File: config.mk
export PLATFORM = sky130hd
export DESIGN_NAME = combination_lock_controller
export DESIGN_NICKNAME = d
export VERILOG_FILES = /design/src/rtl/clc_pkg.sv /design/src/rtl/combination_lock_controller.sv /design/src/rtl/clc_code_store.sv /design/src/rtl/clc_lock_core.sv
export SDC_FILE = /design/constraint.sdc
export NUM_CORES = 1
export LEC_CHECK = 0
export BUFFER_PORTS_ARGS = -buffer_cell sky130_fd_sc_hd__buf_2
export CORE_UTILIZATION = 65
export DETAILED_ROUTE_END_ITERATION = 7
export PLACE_DENSITY = 0.89
export SLEW_MARGIN = 20
export SYNTH_ARGS = -nofsm -noshare
export SYNTH_HDL_FRONTEND = slang
export SYNTH_HIERARCHICAL = 1
export SYNTH_SLANG_ARGS = --single-unit
File: constraint.sdc
create_clock -name clk -period 4.6 [get_ports clk]
set_input_delay 0.46 -clock clk [delete_from_list [all_inputs] [get_ports clk]]
set_output_delay 0.46 -clock clk [all_outputs]
set_load 0.01 [all_outputs]
File: src/rtl/clc_pkg.sv
// shared types and constants for the combination lock controller
package clc_pkg;

    localparam int MAX_DIGITS = 16;
    localparam int DIGIT_BITS = 8;
    localparam int CNT_W      = $clog2(MAX_DIGITS + 1);
    localparam int IDX_W      = (MAX_DIGITS > 1) ? $clog2(MAX_DIGITS) : 1;

    typedef enum logic [1:0] {
        CMD_DIGIT = 2'd0,
        CMD_RESET = 2'd1,
        CMD_LOAD  = 2'd2
    } cmd_t;

    typedef enum logic [1:0] {
        MODE_OPEN     = 2'd0,
        MODE_LOCKED   = 2'd1,
        MODE_ERROR    = 2'd2,
        MODE_LOCKDOWN = 2'd3
    } mode_t;

    typedef enum logic [2:0] {
        ACT_NONE    = 3'd0,
        ACT_OPENED  = 3'd1,
        ACT_CLOSED  = 3'd2,
        ACT_ALARM   = 3'd3,
        ACT_CLEARED = 3'd4
    } action_t;

    typedef struct packed {
        logic                  wr_en;
        logic [IDX_W-1:0]      wr_addr;
        logic [DIGIT_BITS-1:0] wr_data;
    } store_wr_t;

endpackage

File: src/rtl/combination_lock_controller.sv
// top level of the combination lock controller with input and result registers
//
// keypad beats enter on key_valid / key_stall with fields command, digit
// and code_last; a beat is taken when key_valid is high and key_stall low.
// every keypad beat gives exactly one result beat on result_valid /
// result_stall with fields mode, action and overflow.
// a beat lands in the input register, the lock logic evaluates it in one
// pass against the code store and the mode registers, and the outcome is
// written to the result register, and one beat per cycle is sustained
// while result_stall is low.
// while result_stall is high the result holds and one more keypad beat
// waits in the input register; key_stall rises only when both are full.
// reset (rst_n low) empties both registers and returns the lock to open
// with no code loaded; the code store itself is not cleared.
module combination_lock_controller
(
    input  logic       clk,
    input  logic       rst_n,
    input  logic       key_valid,
    output logic       key_stall,
    input  logic [1:0] command,
    input  logic [7:0] digit,
    input  logic       code_last,
    output logic       result_valid,
    input  logic       result_stall,
    output logic [1:0] mode,
    output logic [2:0] action,
    output logic       overflow
);

    logic                           in_valid_reg;
    logic                           in_valid_next;
    logic [1:0]                     cmd_reg;
    logic [clc_pkg::DIGIT_BITS-1:0] digit_reg;
    logic                           last_reg;
    logic                           res_valid_reg;
    logic                           res_valid_next;
    clc_pkg::mode_t                 mode_reg;
    clc_pkg::action_t               action_reg;
    logic                           overflow_reg;
    clc_pkg::mode_t                 core_mode;
    clc_pkg::action_t               core_action;
    logic                           core_overflow;
    logic                           advance;
    logic                           step;
    logic                           key_take;

    assign advance   = !res_valid_reg || !result_stall;
    assign step      = in_valid_reg && advance;
    assign key_stall = in_valid_reg && !advance;
    assign key_take  = key_valid && !key_stall;

    always_comb
    begin
        in_valid_next = in_valid_reg;
        if (key_take)
        begin
            in_valid_next = 1'b1;
        end
        else if (advance)
        begin
            in_valid_next = 1'b0;
        end
        res_valid_next = advance ? in_valid_reg : res_valid_reg;
    end

    clc_lock_core u_core
    (
        .clk           (clk),
        .rst_n         (rst_n),
        .step          (step),
        .command       (cmd_reg),
        .digit         (digit_reg),
        .code_last     (last_reg),
        .mode_next_out (core_mode),
        .action_out    (core_action),
        .overflow_out  (core_overflow)
    );

    always_ff @(posedge clk or negedge rst_n)
    begin
        if (!rst_n)
        begin
            in_valid_reg  <= 1'b0;
            res_valid_reg <= 1'b0;
        end
        else
        begin
            in_valid_reg  <= in_valid_next;
            res_valid_reg <= res_valid_next;
        end
    end

    always_ff @(posedge clk)
    begin
        if (key_take)
        begin
            cmd_reg   <= command;
            digit_reg <= digit[clc_pkg::DIGIT_BITS-1:0];
            last_reg  <= code_last;
        end
        if (step)
        begin
            mode_reg     <= core_mode;
            action_reg   <= core_action;
            overflow_reg <= core_overflow;
        end
    end

    assign result_valid = res_valid_reg;
    assign mode         = mode_reg;
    assign action       = action_reg;
    assign overflow     = overflow_reg;

endmodule

File: src/rtl/clc_code_store.sv
// register file holding the digits of the active code
module clc_code_store
(
    input  logic                          clk,
    input  clc_pkg::store_wr_t            wr,
    input  logic [clc_pkg::IDX_W-1:0]     rd_addr,
    output logic [clc_pkg::DIGIT_BITS-1:0] rd_data
);

    logic [clc_pkg::DIGIT_BITS-1:0] store_reg [clc_pkg::MAX_DIGITS];

    always_ff @(posedge clk)
    begin
        if (wr.wr_en)
        begin
            store_reg[wr.wr_addr] <= wr.wr_data;
        end
    end

    assign rd_data = store_reg[rd_addr];

endmodule

File: src/rtl/clc_lock_core.sv
// lock state registers and per-beat mode and action logic
module clc_lock_core
(
    input  logic                           clk,
    input  logic                           rst_n,
    input  logic                           step,
    input  logic [1:0]                     command,
    input  logic [clc_pkg::DIGIT_BITS-1:0] digit,
    input  logic                           code_last,
    output clc_pkg::mode_t                 mode_next_out,
    output clc_pkg::action_t               action_out,
    output logic                           overflow_out
);

    clc_pkg::mode_t                 mode_reg;
    clc_pkg::mode_t                 mode_next;
    logic [clc_pkg::CNT_W-1:0]      length_reg;
    logic [clc_pkg::CNT_W-1:0]      length_next;
    logic [clc_pkg::CNT_W-1:0]      pos_reg;
    logic [clc_pkg::CNT_W-1:0]      pos_next;
    logic [clc_pkg::CNT_W-1:0]      load_reg;
    logic [clc_pkg::CNT_W-1:0]      load_next;
    logic [clc_pkg::CNT_W-1:0]      pos_adv;
    logic [clc_pkg::CNT_W-1:0]      load_adv;
    logic [clc_pkg::DIGIT_BITS-1:0] rd_data;
    clc_pkg::store_wr_t             wr;
    clc_pkg::action_t               action;
    logic                           overflow;
    logic                           in_range;
    logic                           match;
    logic                           complete;
    logic                           has_room;

    clc_code_store u_store
    (
        .clk     (clk),
        .wr      (wr),
        .rd_addr (pos_reg[clc_pkg::IDX_W-1:0]),
        .rd_data (rd_data)
    );

    always_comb
    begin
        in_range = (pos_reg < length_reg) &&
                   (pos_reg < clc_pkg::CNT_W'(clc_pkg::MAX_DIGITS));
        match    = in_range && (rd_data == digit);
        pos_adv  = in_range ? pos_reg + 1'b1 : pos_reg;
        complete = (pos_adv >= length_reg);
        has_room = (load_reg < clc_pkg::CNT_W'(clc_pkg::MAX_DIGITS));
        load_adv = has_room ? load_reg + 1'b1 : load_reg;

        mode_next   = mode_reg;
        length_next = length_reg;
        pos_next    = pos_reg;
        load_next   = load_reg;
        action      = clc_pkg::ACT_NONE;
        overflow    = 1'b0;
        wr.wr_en    = 1'b0;
        wr.wr_addr  = load_reg[clc_pkg::IDX_W-1:0];
        wr.wr_data  = digit;

        case (command)
            clc_pkg::CMD_LOAD:
            begin
                if (mode_reg == clc_pkg::MODE_OPEN)
                begin
                    wr.wr_en  = step && has_room;
                    overflow  = !has_room;
                    load_next = load_adv;
                    if (code_last)
                    begin
                        length_next = load_adv;
                        load_next   = '0;
                        pos_next    = '0;
                        mode_next   = clc_pkg::MODE_LOCKED;
                        action      = clc_pkg::ACT_CLOSED;
                    end
                end
            end
            clc_pkg::CMD_RESET:
            begin
                if (mode_reg == clc_pkg::MODE_LOCKED || mode_reg == clc_pkg::MODE_ERROR)
                begin
                    pos_next  = '0;
                    mode_next = clc_pkg::MODE_LOCKED;
                    action    = clc_pkg::ACT_CLEARED;
                end
                else if (mode_reg == clc_pkg::MODE_LOCKDOWN)
                begin
                    pos_next  = '0;
                    mode_next = clc_pkg::MODE_LOCKED;
                    action    = clc_pkg::ACT_CLOSED;
                end
            end
            clc_pkg::CMD_DIGIT:
            begin
                if (mode_reg == clc_pkg::MODE_LOCKED || mode_reg == clc_pkg::MODE_ERROR)
                begin
                    pos_next = pos_adv;
                    if (mode_reg == clc_pkg::MODE_LOCKED && match)
                    begin
                        if (complete)
                        begin
                            mode_next = clc_pkg::MODE_OPEN;
                            action    = clc_pkg::ACT_OPENED;
                        end
                    end
                    else if (complete)
                    begin
                        mode_next = clc_pkg::MODE_LOCKDOWN;
                        action    = clc_pkg::ACT_ALARM;
                    end
                    else
                    begin
                        mode_next = clc_pkg::MODE_ERROR;
                    end
                end
            end
            default:
            begin
                action = clc_pkg::ACT_NONE;
            end
        endcase
    end

    always_ff @(posedge clk or negedge rst_n)
    begin
        if (!rst_n)
        begin
            mode_reg   <= clc_pkg::MODE_OPEN;
            length_reg <= '0;
            pos_reg    <= '0;
            load_reg   <= '0;
        end
        else if (step)
        begin
            mode_reg   <= mode_next;
            length_reg <= length_next;
            pos_reg    <= pos_next;
            load_reg   <= load_next;
        end
    end

    assign mode_next_out = mode_next;
    assign action_out    = action;
    assign overflow_out  = overflow;

endmodule
==> flow_summary.json, run 1 <==
{
  "status": "finished, final reports clean",
  "fin_skew_ns": 0.00972,
  "seq_power_share_pct": 45.3,
  "viasPerCell": 7.24,
  "crit_start": "u_core/pos_reg[0]",
  "cts_resized": 0,
  "slew_viol_final": 0,
  "regToRegEndpoint": "mode[0]",
  "synth-edff-count": 145,
  "synth_warnings": 6,
  "ctsHoldBuffers": 1,
  "routed_wl_um": 16200,
  "grt_pass1_wl_um": 24300,
  "drt_iter0_drc": 563,
  "power_density_mw_per_mm2": 522,
  "crit_chain": "buf_4, mux4_1, a22oi_1, nand2_1, xnor2_1, nand4_1, a2111oi_4, nor4_2, a2111oi_2, a21oi_1",
  "path_clk_slew_ns": 0.07,
  "gp_congestion": 0.825,
  "clockBufferDepth": 2,
  "synth.ff_latch_count": 164,
  "yosysTopAreaCell": "edfxtp_1",
  "period_needed_ns": 3.72,
  "drc_errors": 0,
  "fmax_mhz": 269,
  "min_period_over_period_pct": 80.9,
  "critPathRequiredTime_ns": 4.85,
  "dp_hpwl_um": 8820,
  "netlist_area_mm2": 0.00702,
  "numCtsBuffers": 17,
  "postRouteAntennaNets": 0,
  "start_util_pct": 67.4,
  "boundaryPins": 23,
  "drive_above_1_share_pct": 20.3,
  "vias": 4235,
  "synth_area_leaders": "edfxtp_1 62%, dfrtp_1 6.8%, mux4_2 5.8%",
  "final_cells": 585,
  "ff2ff_setup_slack_ns": 0.88,
  "max_slew_margin_pct": 33.6,
  "worst_hold_path_type": "in2reg",
  "diodes": 0,
  "hp-start": "digit[6]",
  "ir_drop_uv": 387,
  "criticalPathCategory": "reg2reg",
  "critPathCaptureType": "register",
  "rows": 37,
  "largest_register_ffs": 128,
  "core_region_area_mm2": 0.0104,
  "pwr-share-clk_pct": 32.3,
  "min_to": "digit_reg[6]",
  "dr.pass1.iters": 5,
  "ctsRootBufferMaster": "clkbuf_8",
  "fin_nets": 468,
  "die_h_um": 106,
  "async_reset_ff_share_pct": 11.6,
  "synth.distinct_cells": 51,
  "fin_tns_setup_ns": 0,
  "htreeDepth": 4,
  "arrival_ns": 3.97,
  "grt_max_degree": 33,
  "globalRouteOverflowTotal": 0,
  "syn_avg_cell_area_um2": 17.4,
  "post_cts_buffers": 0,
  "rr_worst_depth": 10,
  "max_stage_delay_ns": 0.72,
  "grt_use_total_pct": 30.8,
  "clock-sinks": 164,
  "syn_nets": 433,
  "grt_setup_unrepaired": "false",
  "start_kind": "register",
  "p_int_mw": 2.88,
  "grt_pass1_vias": 4168,
  "power.leakage_nw": 2.71,
  "area_growth_pct": 10.9,
  "cts_tree": "done",
  "swShare_pct": 29.1,
  "wl_per_cell_um": 27.6,
  "path_max_fanout": 18,
  "io_buffers": 22,
  "placed_cells": 554,
  "slowest_stage": "dfrtp_2",
  "maxCapViolCount": 0,
  "holdPathStages": 1,
  "yosys.area.top_type_share_pct": 62.0,
  "antenna_found_initial": 0,
  "setup_violations": 0,
  "pre_cts_ws_ns": 1.01,
  "tightest_slew_ns": 0.992,
  "combPwrFrac_pct": 22.5,
  "power_switching_mw": 1.18,
  "ys_seq_area_share_pct": 68.8,
  "netlist_instances": 403,
  "synth_flop_cell": "edfxtp_1",
  "insertion_delay_ns": 0.52,
  "r2r_start": "u_core/pos_reg[0]",
  "die_w_um": 106,
  "die_area_mm2": 0.0112,
  "hold_viol": 0,
  "setup_slack_ns": 0.880
}
-- worst max-delay path, delay by kind of cell (launching register included) --
family                    cells  cell delay [ns]
muxes                         1             0.58
DFF                           1             0.72
and+or+nand+nor               3             0.44
AOI/OAI and AO/OA             4             1.20
buffers and inverters         1             0.31
xor gates and xnor gates      1             0.20
-- metrics by stage --
stage / power [mW] / util (%) / cell area, um^2 / hold WS (ns)
after global placement: 2.66 / 69.4 / 7230 / 0.430
after floorplan: 2.50 / - / 7020 / 0.164
after detailed placement: 2.71 / 69.4 / 7230 / 0.434
after CTS: 4.05 / 74.8 / 7790 / 0.0948
final: 4.06 / 74.8 / 7790 / 0.111
after global routing: 4.18 / 74.8 / 7790 / 0.0914
-- metal layers --
metal	part of all wire (%)	up-vias	GRT usage [%]
met5	0	-	0
met4	5.6	0	16.5
met3	9.7	80	5.95
met2	50	388	52.6
met1	34	2078	37.4
li1	-	1689	-
-- synth_stat cells, types with 2 or more instances --
master	instances
a21boi_0	2
a21o_2	2
a21oi_1	17
a22o_1	4
a22oi_1	17
a31oi_1	5
and2_1	3
and3_1	4
buf_2	4
buf_6	4
clkbuf_8	2
clkdlybuf4s25_2	3
dfrtp_1	19
edfxtp_1	145
ha_1	15
inv_1	10
mux2_2	2
mux4_1	14
mux4_2	18
nand2_1	20
nand2b_1	4
nand3_1	4
nand3b_1	2
nand4_1	4
nor2_1	26
nor2b_1	3
nor3_1	8
nor4_2	2
o21ai_0	7
xnor2_1	12
-- area by class of cell --
type / count / area (um^2)
inverters: 10 / 37.5
flip-flops and latches: 164 / 4830
repair buffers: 31 / 180
well taps: 136 / 170
clock inverters: 12 / 131
fillers: 532 / 2630
multi-input cells: 214 / 2020
clock buffers: 18 / 418
-- worst max-delay path by stage --
stage	endpoint	slack, ns
final	mode[0]	0.88
after global routing	mode[0]	0.67
after CTS	mode[0]	0.87
after detailed placement	mode[0]	1.01
after global placement	mode[0]	1.18
after floorplan	u_core/u_store/store_reg[0][0]	1.45
-- logic make-up after synthesis --
kind of cell             after synthesis  share of synthesized area (%)
XOR/XNOR                              13                           1.62
flip-flops                           164                           68.8
multiplexers                          34                           11.3
buffers and inverters                 25                           2.44
AND/OR/NAND/NOR                       85                           6.10
AO/OA/AOI/OAI                         67                           7.02
adder cells (fa/ha/maj)               15                           2.67
-- layout by cell type, fill, tap and decap left out, types with 14 or more instances in the layout --
cell,instances
dfrtp_1,18
nand2_1,20
nor2_1,26
ha_1,15
a22oi_1,17
clkbuf_16,16
mux4_1,14
mux4_2,18
buf_2,22
a21oi_1,17
edfxtp_1,145
-- power groups by stage --
stage	sequential (mW)	combinational, mW	clock [mW]
2_1_floorplan	1.79	0.710	0
4_1_cts	1.83	0.894	1.32
3_3_place_gp	1.84	0.821	0
3_5_place_dp	1.85	0.857	0
5_1_grt	1.85	0.963	1.37
6_report	1.84	0.913	1.31
No activity file was read; power rests on OpenSTA's default activity.
==> inputs of run 2 (changes only) <==
--- a/config.mk
+++ b/config.mk
@@ -6,9 +6,9 @@
 export NUM_CORES = 1
 export LEC_CHECK = 0
 export BUFFER_PORTS_ARGS = -buffer_cell sky130_fd_sc_hd__buf_2
-export CORE_UTILIZATION = 65
+export CORE_UTILIZATION = 62
 export DETAILED_ROUTE_END_ITERATION = 7
-export PLACE_DENSITY = 0.89
+export PLACE_DENSITY = 0.86
 export SLEW_MARGIN = 20
 export SYNTH_ARGS = -nofsm -noshare
 export SYNTH_HDL_FRONTEND = slang
==> constraint.sdc (replaced) <==
create_clock -name clk -period 3.5 [get_ports clk]
set_input_delay 0.35 -clock clk [delete_from_list [all_inputs] [get_ports clk]]
set_output_delay 0.35 -clock clk [all_outputs]
set_load 0.01 [all_outputs]
==> run 2 against run 1 <==
Flip-flop and latch count is the same. Routed wire length decreased by 9.1%. Largest cell class unchanged. Utilization down 2.7 points. First-iteration DRC count decreased by 26%. Critical endpoint unchanged. Critical path depth increased by 2. Clock power increased by 23%. Highest routed layer unchanged. Largest power group unchanged. Final cell count increased by 2.7%. Worst setup slack worse by 0.68 ns.
==> flow_summary.json, run 2 (same netlist as run 1, synthesis figures left out) <==
{
  "viasPerCell": 6.60,
  "hold_viol": 0,
  "total_power_mw": 5.24,
  "drc_errors": 0,
  "final_common_cell": "edfxtp_1",
  "io_buffers": 22,
  "insertion_delay_ns": 0.42,
  "rows": 38,
  "area_growth_pct": 12.3,
  "grt_pass1_wl_um": 22400,
  "seq_power_share_pct": 45.4,
  "power.leakage_nw": 2.77,
  "grt_max_degree": 33,
  "criticalPathCategory": "reg2reg",
  "slew_viol_final": 0,
  "start_util_pct": 64.2,
  "largest_register_ffs": 128,
  "status": "finished, final reports clean",
  "path_clk_slew_ns": 0.06,
  "routed_wl_um": 14700,
  "swShare_pct": 28.8,
  "drive_above_1_share_pct": 22.6,
  "arrival_ns": 3.47,
  "most-common-layout-cells": "145 x edfxtp_1, 26 x nor2_1, 22 x buf_2",
  "period_needed_ns": 3.30,
  "combPwrFrac_pct": 23.8,
  "die_h_um": 108,
  "globalRouteOverflowTotal": 0,
  "power_density_mw_per_mm2": 665,
  "ir_drop_uv": 442,
  "placed_area_mm2": 0.00733,
  "core_region_area_mm2": 0.0109,
  "stdcell_area_mm2": 0.00788,
  "diodes": 0,
  "min_period_over_period_pct": 94.4,
  "grt_setup_unrepaired": "false",
  "pwr-share-clk_pct": 30.8,
  "path_max_fanout": 8,
  "boundaryPins": 23,
  "pre_cts_ws_ns": 0.217,
  "critPathRequiredTime_ns": 3.67,
  "antenna_found_initial": 0,
  "dr.pass1.iters": 5,
  "drt_iter0_drc": 417,
  "dp_hpwl_um": 8590,
  "setup_violations": 0,
  "postRouteAntennaNets": 0,
  "wl_per_cell_um": 24.4,
  "p_int_mw": 3.73,
  "vias": 3967,
  "clockBufferDepth": 2,
  "fmax_mhz": 303,
  "maxCapViolCount": 0,
  "tightest_slew_ns": 0.943,
  "grt_pass1_vias": 3939,
  "gp_congestion": 0.805,
  "cts_tree": "done",
  "cts_resized": 0,
  "die_w_um": 108,
  "clock-sinks": 164,
  "max_slew_margin_pct": 36.9,
  "power_switching_mw": 1.51,
  "grt_use_total_pct": 27.4,
  "numCtsBuffers": 17,
  "ctsRootBufferMaster": "clkbuf_16",
  "critPathCaptureType": "register",
  "fin_tns_setup_ns": 0,
  "fin_skew_ns": 0.00696,
  "htreeDepth": 4,
  "worst_hold_path_type": "in2reg",
  "fin_nets": 480,
  "start_kind": "register",
  "setup_slack_ns": 0.197,
  "die_area_mm2": 0.0118
}
## run 2: cell types whose count changed in the layout (fill, tap and decap cells not counted)
cell       before  now
buf_12          0    3
buf_4           8   17
bufinv_16       2    0
clkbuf_1        1    0
clkbuf_16      16   17
clkbuf_8        1    0
clkinv_2        2    5
## run 2: worst paths after layout
kind	startpoint	end	slack (ns)	cells after the start
max in group asynchronous	rst_n	u_core/pos_reg[0]	2.75	2
setup / recovery	u_core/pos_reg[3]	mode[0]	0.20	12
min in group asynchronous	rst_n	u_core/pos_reg[4]	0.41	2
setup reg to reg	u_core/pos_reg[3]	mode[0]	0.20	12
hold / removal	digit[0]	digit_reg[0]	0.10	1
hold reg to reg	in_valid_reg	result_valid	0.53	1
## run 2: power by group through the flow
stage	Clock, mW	Combinational, mW	Sequential (mW)
CTS	1.62	1.21	2.38
global placement	0	1.15	2.40
detailed placement	0	1.18	2.41
global route	1.70	1.35	2.39
floorplan	0	0.933	2.35
finish	1.61	1.25	2.38
## run 2: stage by stage
step | util (%) | instances | hold WS, ns
after detailed placement | 67.0 | 566 | 0.320
after global routing | 72.1 | 601 | 0.0809
final | 72.1 | 601 | 0.100
after global placement | 67.0 | 566 | 0.311
after floorplan | - | 403 | 0.0544
after CTS | 71.8 | 597 | 0.0935
## run 2: final cells by class
class                           count  area (um^2)
Sequential cell                   164         4830
Fill cell                         637         3050
Multi-Input combinational cell    214         2020
Clock buffer                       17          425
Timing Repair Buffer               43          308
Tap cell                          140          175
Clock inverter                     13         86.3
Inverter                           10         37.5
## run 2: worst max-delay path, stage by stage (launching register included)
cell,delay [ns]
dfrtp_1,0.48
ha_1,0.35
nor4_2,0.25
nor2_1,0.13
nand2_1,0.23
nand4_1,0.15
xnor2_1,0.18
ha_1,0.29
o2111ai_1,0.10
o22a_2,0.28
o2111a_2,0.15
a2111oi_2,0.35
a21oi_1,0.11
## run 2: layer usage
metal  share of wire (%)  up-vias  track usage [%]  wire length, um
met5                   0        -                0                0
met4                 2.4        0             8.78              346
met3                 7.4       28             7.23             1090
met2                  51      216             45.3             7560
met1                  39     2011             35.8             5700
li1                    -     1712                -                -
## run 2: what timing repair did
action                     in CTS  in global routing
hold buffers                    1                  0
setup buffers                   0                  4
hold endpoints to repair       19                  0
setup endpoints to repair       0                  1
